`config.mk`:
```
export PLATFORM = sky130hd
export DESIGN_NAME = tftp_read_transfer_control_top
export DESIGN_NICKNAME = d
export VERILOG_FILES = /design/src/rtl/trtc_pkg.sv /design/src/rtl/tftp_read_transfer_control_top.sv
export SDC_FILE = /design/constraint.sdc
export NUM_CORES = 1
export LEC_CHECK = 0
export BUFFER_PORTS_ARGS = -buffer_cell sky130_fd_sc_hd__buf_2
export CAP_MARGIN = 25
export CORE_UTILIZATION = 55
export CTS_CLUSTER_SIZE = 28
export DETAILED_ROUTE_END_ITERATION = 6
export PLACE_DENSITY = 0.75
export REMOVE_ABC_BUFFERS = 1
export SYNTH_ARGS = -nofsm -noshare
export SYNTH_HDL_FRONTEND = slang
export SYNTH_SLANG_ARGS = --single-unit
export TNS_END_PERCENT = 5
```
`constraint.sdc`:
```
create_clock -name clk_i -period 4.5 [get_ports clk_i]
set_clock_uncertainty 0.2 [all_clocks]
set_input_delay 0.9 -clock clk_i [delete_from_list [all_inputs] [get_ports clk_i]]
set_output_delay 0.9 -clock clk_i [all_outputs]
set_load 0.05 [all_outputs]
```
`src/rtl/trtc_pkg.sv`:
```
// Package for the TFTP read transfer control block: item types, event,
// action and end-reason codes, phase enum and register indexes.
// No dependencies.
`timescale 1ns / 1ps

package trtc_pkg;

  // Event codes carried in the mode field
  localparam logic [2:0] EV_START       = 3'd0;
  localparam logic [2:0] EV_BLOCK_READY = 3'd1;
  localparam logic [2:0] EV_TICK        = 3'd2;
  localparam logic [2:0] EV_PACKET      = 3'd3;
  localparam logic [2:0] EV_REFUSED     = 3'd4;

  // Result action codes
  localparam logic [1:0] ACT_NONE  = 2'd0;
  localparam logic [1:0] ACT_FETCH = 2'd1;
  localparam logic [1:0] ACT_SEND  = 2'd2;
  localparam logic [1:0] ACT_CLOSE = 2'd3;

  // End reasons
  localparam logic [1:0] END_RUNNING  = 2'd0;
  localparam logic [1:0] END_FINISHED = 2'd1;
  localparam logic [1:0] END_RETRIES  = 2'd2;
  localparam logic [1:0] END_REFUSED  = 2'd3;

  // Protocol constants
  localparam logic [15:0] OPC_ACK        = 16'd4;
  localparam logic [9:0]  HEADER_BYTES   = 10'd4;
  localparam logic [15:0] START_BLOCK    = 16'd1;
  localparam logic [3:0]  RETRY_LIMIT_RST = 4'd5;
  localparam logic [15:0] TIMEOUT_RST    = 16'd10;
  localparam logic [15:0] TIMER_MAX      = 16'hFFFF;

  // Configuration register indexes
  localparam logic REG_RETRY_LIMIT   = 1'b0;
  localparam logic REG_TIMEOUT_TICKS = 1'b1;

  typedef enum logic [1:0] {
    PH_IDLE  = 2'd0,
    PH_FETCH = 2'd1,
    PH_WAIT  = 2'd2,
    PH_DONE  = 2'd3
  } phase_e;

  typedef struct packed {
    logic [2:0]  mode;
    logic [9:0]  data_length;
    logic [15:0] packet_opcode;
    logic [15:0] ack_block;
  } in_item_t;

  typedef struct packed {
    logic [1:0]  action;
    logic [15:0] block_number;
    logic [9:0]  packet_length;
    logic [1:0]  end_reason;
  } out_item_t;

endpackage

```
`src/rtl/tftp_read_transfer_control_top.sv`:
```
// Top level of the TFTP read transfer control block (sender side).
// Depends on trtc_pkg for item types, codes and the phase enum.
//
//  channel | signals                              | direction
//  --------+--------------------------------------+----------
//  in      | in_valid_i, in_ready_o, in_item_i    | event items in
//  out     | out_valid_o, out_ready_i, out_item_o | one result item per event
//  cfg     | cfg_we_i, cfg_index_i, cfg_wdata_i   | register writes
//
// Each item is decoded and applied to the transfer state in the cycle it is
// accepted; its result is in the output register the next cycle.
// One item per cycle is sustained; the only limit is the single result register.
// A stalled result holds in_ready_o low only while out_ready_i is low.
// Reset puts the transfer in idle at block 1 with limit 5 and timeout 10.
`timescale 1ns / 1ps

module tftp_read_transfer_control_top
  import trtc_pkg::*;
#(
  parameter int BLOCK_BYTES = 512
) (
  input  logic        clk_i,
  input  logic        rst_ni,
  input  logic        in_valid_i,
  output logic        in_ready_o,
  input  in_item_t    in_item_i,
  output logic        out_valid_o,
  input  logic        out_ready_i,
  output out_item_t   out_item_o,
  input  logic        cfg_we_i,
  input  logic        cfg_index_i,
  input  logic [15:0] cfg_wdata_i
);

  // Full-size block length as held in the 10-bit length register
  localparam logic [10:0] BlockBytesW = 11'(BLOCK_BYTES);
  localparam logic [9:0]  BlockLen    = BlockBytesW[9:0];

  // Configuration registers
  logic [3:0]  retry_limit_q;
  logic [15:0] timeout_ticks_q;

  // Transfer state
  phase_e      phase_q, phase_d;
  logic [15:0] cur_block_q, cur_block_d;
  logic [3:0]  retry_q, retry_d;
  logic [15:0] timer_q, timer_d;
  logic [9:0]  last_len_q, last_len_d;

  // Result register
  logic        out_valid_q;
  out_item_t   out_item_q;
  out_item_t   res;

  logic        in_accept;
  logic        is_start, blk_ok, tick_ok, pkt_ok, ref_ok;
  logic [15:0] timer_inc;
  logic        timeout, pkt_bad, retry, retry_close, ack_more, ack_done;
  logic [3:0]  retry_inc;
  logic [9:0]  len_sat;

  assign in_ready_o = !out_valid_q || out_ready_i;
  assign in_accept  = in_valid_i && in_ready_o;

  // Event decode against the current phase
  assign is_start = (in_item_i.mode == EV_START);
  assign blk_ok   = (in_item_i.mode == EV_BLOCK_READY) && (phase_q == PH_FETCH);
  assign tick_ok  = (in_item_i.mode == EV_TICK) && (phase_q == PH_WAIT);
  assign pkt_ok   = (in_item_i.mode == EV_PACKET) && (phase_q == PH_WAIT);
  assign ref_ok   = (in_item_i.mode == EV_REFUSED) &&
                    ((phase_q == PH_FETCH) || (phase_q == PH_WAIT));

  // Saturating timer and timeout check
  assign timer_inc = (timer_q < TIMER_MAX) ? timer_q + 16'd1 : timer_q;
  assign timeout   = tick_ok && (timer_inc >= timeout_ticks_q);

  // ACK check: wrong opcode or stale block number counts as a retry
  assign pkt_bad = (in_item_i.packet_opcode != OPC_ACK) ||
                   (in_item_i.ack_block < cur_block_q);
  assign retry       = timeout || (pkt_ok && pkt_bad);
  assign retry_inc   = retry_q + 4'd1;
  assign retry_close = !(retry_inc < retry_limit_q);
  assign ack_more    = pkt_ok && !pkt_bad && (last_len_q == BlockLen);
  assign ack_done    = pkt_ok && !pkt_bad && (last_len_q != BlockLen);

  // Oversized read lengths clip to the block size
  assign len_sat = ({1'b0, in_item_i.data_length} > BlockBytesW) ?
                   BlockLen : in_item_i.data_length;

  // Next transfer state
  always_comb begin
    phase_d     = phase_q;
    cur_block_d = cur_block_q;
    retry_d     = retry_q;
    timer_d     = timer_q;
    last_len_d  = last_len_q;
    if (is_start) begin
      phase_d     = PH_FETCH;
      cur_block_d = START_BLOCK;
      retry_d     = 4'd0;
      timer_d     = 16'd0;
    end else if (blk_ok) begin
      phase_d    = PH_WAIT;
      last_len_d = len_sat;
      retry_d    = 4'd0;
      timer_d    = 16'd0;
    end else if (ref_ok || ack_done) begin
      phase_d = PH_DONE;
    end else if (ack_more) begin
      phase_d     = PH_FETCH;
      cur_block_d = cur_block_q + 16'd1;
    end else begin
      if (tick_ok) timer_d = timer_inc;
      if (retry) begin
        retry_d = retry_inc;
        if (retry_close) phase_d = PH_DONE;
        else             timer_d = 16'd0;
      end
    end
  end

  // Result item for the accepted event
  always_comb begin
    res               = '0;
    res.action        = ACT_NONE;
    res.end_reason    = END_RUNNING;
    res.block_number  = cur_block_d;
    if (is_start || ack_more) begin
      res.action = ACT_FETCH;
    end else if (blk_ok) begin
      res.action        = ACT_SEND;
      res.packet_length = HEADER_BYTES + len_sat;
    end else if (retry && !retry_close) begin
      res.action        = ACT_SEND;
      res.packet_length = HEADER_BYTES + last_len_q;
    end else if (retry) begin
      res.action     = ACT_CLOSE;
      res.end_reason = END_RETRIES;
    end else if (ack_done) begin
      res.action     = ACT_CLOSE;
      res.end_reason = END_FINISHED;
    end else if (ref_ok) begin
      res.action     = ACT_CLOSE;
      res.end_reason = END_REFUSED;
    end
  end

  // Configuration writes
  always_ff @(posedge clk_i or negedge rst_ni) begin
    if (!rst_ni) begin
      retry_limit_q   <= RETRY_LIMIT_RST;
      timeout_ticks_q <= TIMEOUT_RST;
    end else if (cfg_we_i) begin
      unique case (cfg_index_i)
        REG_RETRY_LIMIT:   retry_limit_q   <= cfg_wdata_i[3:0];
        REG_TIMEOUT_TICKS: timeout_ticks_q <= cfg_wdata_i;
        default: ;
      endcase
    end
  end

  // Transfer state registers
  always_ff @(posedge clk_i or negedge rst_ni) begin
    if (!rst_ni) begin
      phase_q     <= PH_IDLE;
      cur_block_q <= START_BLOCK;
      retry_q     <= 4'd0;
      timer_q     <= 16'd0;
      last_len_q  <= 10'd0;
    end else if (in_accept) begin
      phase_q     <= phase_d;
      cur_block_q <= cur_block_d;
      retry_q     <= retry_d;
      timer_q     <= timer_d;
      last_len_q  <= last_len_d;
    end
  end

  // Result register: loads on accept, clears when taken
  always_ff @(posedge clk_i or negedge rst_ni) begin
    if (!rst_ni) begin
      out_valid_q <= 1'b0;
    end else begin
      out_valid_q <= in_accept || (out_valid_q && !out_ready_i);
    end
  end

  always_ff @(posedge clk_i) begin
    if (in_accept) begin
      out_item_q <= res;
    end
  end

  assign out_valid_o = out_valid_q;
  assign out_item_o  = out_item_q;

  // Every accepted item yields a result the next cycle
  a_result_follows : assert property (@(posedge clk_i) disable iff (!rst_ni)
    in_accept |=> out_valid_o)
    else $error("accepted item produced no result");

  // Entering the done phase always reports a close
  a_close_on_done : assert property (@(posedge clk_i) disable iff (!rst_ni)
    (in_accept && phase_d == PH_DONE && phase_q != PH_DONE) |=>
      (out_item_o.action == ACT_CLOSE))
    else $error("transfer ended without close action");

  // Idle means no transfer was ever started
  a_idle_clean : assert property (@(posedge clk_i) disable iff (!rst_ni)
    (phase_q == PH_IDLE) |-> (cur_block_q == START_BLOCK && retry_q == 4'd0))
    else $error("idle phase with transfer state in use");

  // A send always carries the header and a running end reason
  a_send_len : assert property (@(posedge clk_i) disable iff (!rst_ni)
    (out_valid_o && out_item_o.action == ACT_SEND) |->
      (out_item_o.end_reason == END_RUNNING && out_item_o.packet_length != 10'd0))
    else $error("bad data packet result");

endmodule

```
==> flow_metrics.py <==
metrics = {
    "run_status": {
        "status": "finished, final reports clean",
    },
    "sta": {
        "layout_min_cycle_time_ns": 4.11,
        "timing.fmax_ghz": 0.243,
        "worstMarginPinSlew_ns": 0.903,
        "slew_headroom": 0.398,
        "setup_viol": 0,
        "fin_ws_ns": 0.388,
        "rsz0062_at_grt": "false",
        "hold_viol_final": 0,
        "min_period_over_period": 0.914,
        "fin_tns_setup_ns": 0,
        "finalMaxSlewViolations": 0,
    },
    "clock_network": {
        "numCtsBuffers": 9,
        "cts_htree_levels": 3,
        "cts_tree": "yes",
        "worstSkewPairLatency_ns": 0.37,
        "cts-root-buf": "clkbuf_8",
        "cts.path.max_buffers": 2,
        "post_cts_buffers": 0,
        "clk_pin_slew_ns": 0.09,
        "clock_sinks": 99,
        "ctsHoldBuffers": 0,
    },
    "synthesis": {
        "yosysMostFrequentCell": "dfrtp_1",
        "async_flop_share": 0.697,
        "synthTopCellsByCount": "dfrtp_1, nand2_1, inv_1",
        "postSynthCellCount": 610,
        "synth_warnings": 0,
        "synthFlopType": "dfrtp_1",
        "yosys-top-cells-area": "dfrtp_1, edfxtp_1, ha_1",
        "syn_area_um2": 6050,
        "synth_edf_count": 30,
        "ys_ff_latch": 99,
        "synth.avg_cell_area_um2": 9.92,
        "synth_top_area_frac": 0.265,
        "synth-seq-area-share": 0.435,
        "ys_types": 66,
        "yosys.area.top_type": "dfrtp_1",
    },
    "detailed_routing": {
        "drtAntennaViolNets": 0,
        "vias_per_cell": 5.70,
        "drtIter0Drc": 273,
        "first_pass_iters": 7,
        "vias": 4833,
        "finalWirelength_um": 13400,
        "drc": 0,
        "wl_per_cell_um": 15.8,
    },
    "pwr": {
        "ir_worst_vdd_uv": 185,
        "power.leakage_nw": 3.09,
        "power_density_nw_per_um2": 353,
    },
    "critical_path": {
        "path_class": "register to register",
        "path_max_fanout": 16,
        "startpoint_type": "register",
        "cp-end-kind": "register",
        "crit_arrival_ns": 4.18,
        "required_ns": 4.57,
    },
    "floorplan": {
        "fp.dieH_um": 107,
        "io_pins": 99,
        "core_region_area_um2": 10500,
        "initial_core_util": 0.576,
        "row_count": 37,
        "dieWidth_um": 107,
        "die_area_um2": 11400,
    },
    "global_route": {
        "grt_max_degree": 70,
        "grt_usage": 0.251,
        "grt_pass1_wl_um": 22500,
        "grt-ovfl-total": 0,
        "grt_pass1_vias": 4817,
        "antenna_found_initial": 0,
    },
    "placed_design": {
        "place_hpwl_um": 10000,
        "io_buffers": 98,
        "pre_cts_ws_ns": 0.337,
        "routabilityCongestion": 0.897,
        "placed_area_um2": 6680,
    },
    "worst_hold_path": {
        "hold_path.class": "register to register",
    },
    "layout": {
        "fillers": 816,
        "drive_gt1_frac": 0.244,
        "antennaDiodeCount": 0,
        "area_growth_syn_to_layout_pct": 14.0,
        "multi_input_area_um2": 3130,
        "register_area_um2": 2630,
        "fin_area_um2": 6900,
        "fin_nets": 816,
        "fin_util": 0.656,
    },
    "job": {
        "cap_violations": 0,
    },
}
## logic make-up (layout without fill, tap and decap cells)
family                   after synthesis  after routing  share of synthesized area
XOR/XNOR                              46             46                     0.0666
flip-flops                            99             99                      0.435
adder cells (fa/ha/maj)               42             42                     0.0869
AO/OA/AOI/OAI                        117            117                      0.127
buffers and inverters                 71            173                     0.0486
AND/OR/NAND/NOR                      209            209                      0.188
multiplexers                          26             26                     0.0474
## critical path: stages, from the launching register on
cell and delay, ns:
dfrtp_1 0.49, and4_1 0.36, nand4_1 0.19, or4_1 0.62
buf_4 0.21, xnor2_1 0.12, ha_1 0.27, nand2b_1 0.14
a211o_1 0.28, a211oi_1 0.27, o21ai_2 0.14, o2111ai_4 0.20
a21oi_2 0.10, buf_4 0.23, a311oi_1 0.21
## metrics by stage
stage                     instances  hold WS [ns]  total power, mW
after global routing            848         0.320             2.57
final                           848         0.313             2.44
after detailed placement        832         0.295             1.82
after CTS                       848         0.315             2.45
after global placement          832         0.289             1.79
after floorplan                 589         0.273             1.62
## area by class of cell
cell class | count | area share
multi-input combinational | 440 | 0.454
sequential | 99 | 0.382
clock inverter | 6 | 0.0127
inverter | 50 | 0.0272
tap | 136 | 0.0247
clock buffer | 10 | 0.0185
timing repair buffer | 107 | 0.0809
## layer usage
layer,track usage,share of wire
met4,0.0930,0.017
met2,0.437,0.50
met3,0.0267,0.046
met1,0.321,0.43
met5,0,0
## sequential cells by signal, summed over array words and instances (netlist names)
| name | count |
|---|---|
| cur_block_q | 16 |
| last_len_q | 10 |
| out_item_o | 30 |
| out_valid_o | 1 |
| phase_q | 2 |
| retry_limit_q | 4 |
| retry_q | 4 |
| timeout_ticks_q | 16 |
| timer_q | 16 |
## path summary, 6_finish.rpt
check                               startpoint                   to  slack, ns  depth (start not counted)
hold reg to reg            timeout_ticks_q[14]  timeout_ticks_q[14]       0.31                          1
max in group asynchronous               rst_ni           retry_q[1]       2.97                          2
setup reg to reg                    timer_q[4]           timer_q[2]       0.39                         14
hold / removal             timeout_ticks_q[14]  timeout_ticks_q[14]       0.31                          1
min in group asynchronous               rst_ni      cur_block_q[15]       0.52                          2
setup / recovery                    timer_q[4]           timer_q[2]       0.39                         14
## layout by cell type (no fill, tap or decap), types with 12 or more instances in the layout
cell type,count
buf_2,98
dfrtp_1,64
nand2_1,55
inv_1,48
ha_1,42
nor2_1,33
a21oi_1,31
edfxtp_1,30
xnor2_1,29
nand3_1,22
mux2_2,20
o21ai_0,18
xor2_1,17
o21ai_1,16
nand4_1,15
or3_1,12
## power by group
| part | switching, mW | internal (mW) |
|---|---|---|
| registers | 0.108 | 1.06 |
| logic | 0.378 | 0.263 |
| clock network | 0.317 | 0.314 |
| total | 0.803 | 1.63 |
## what timing repair did
item,in CTS,in global routing
hold endpoints to repair,0,0
setup endpoints to repair,0,19
gates resized for setup,0,1
Power figures use the tool's default switching activity.
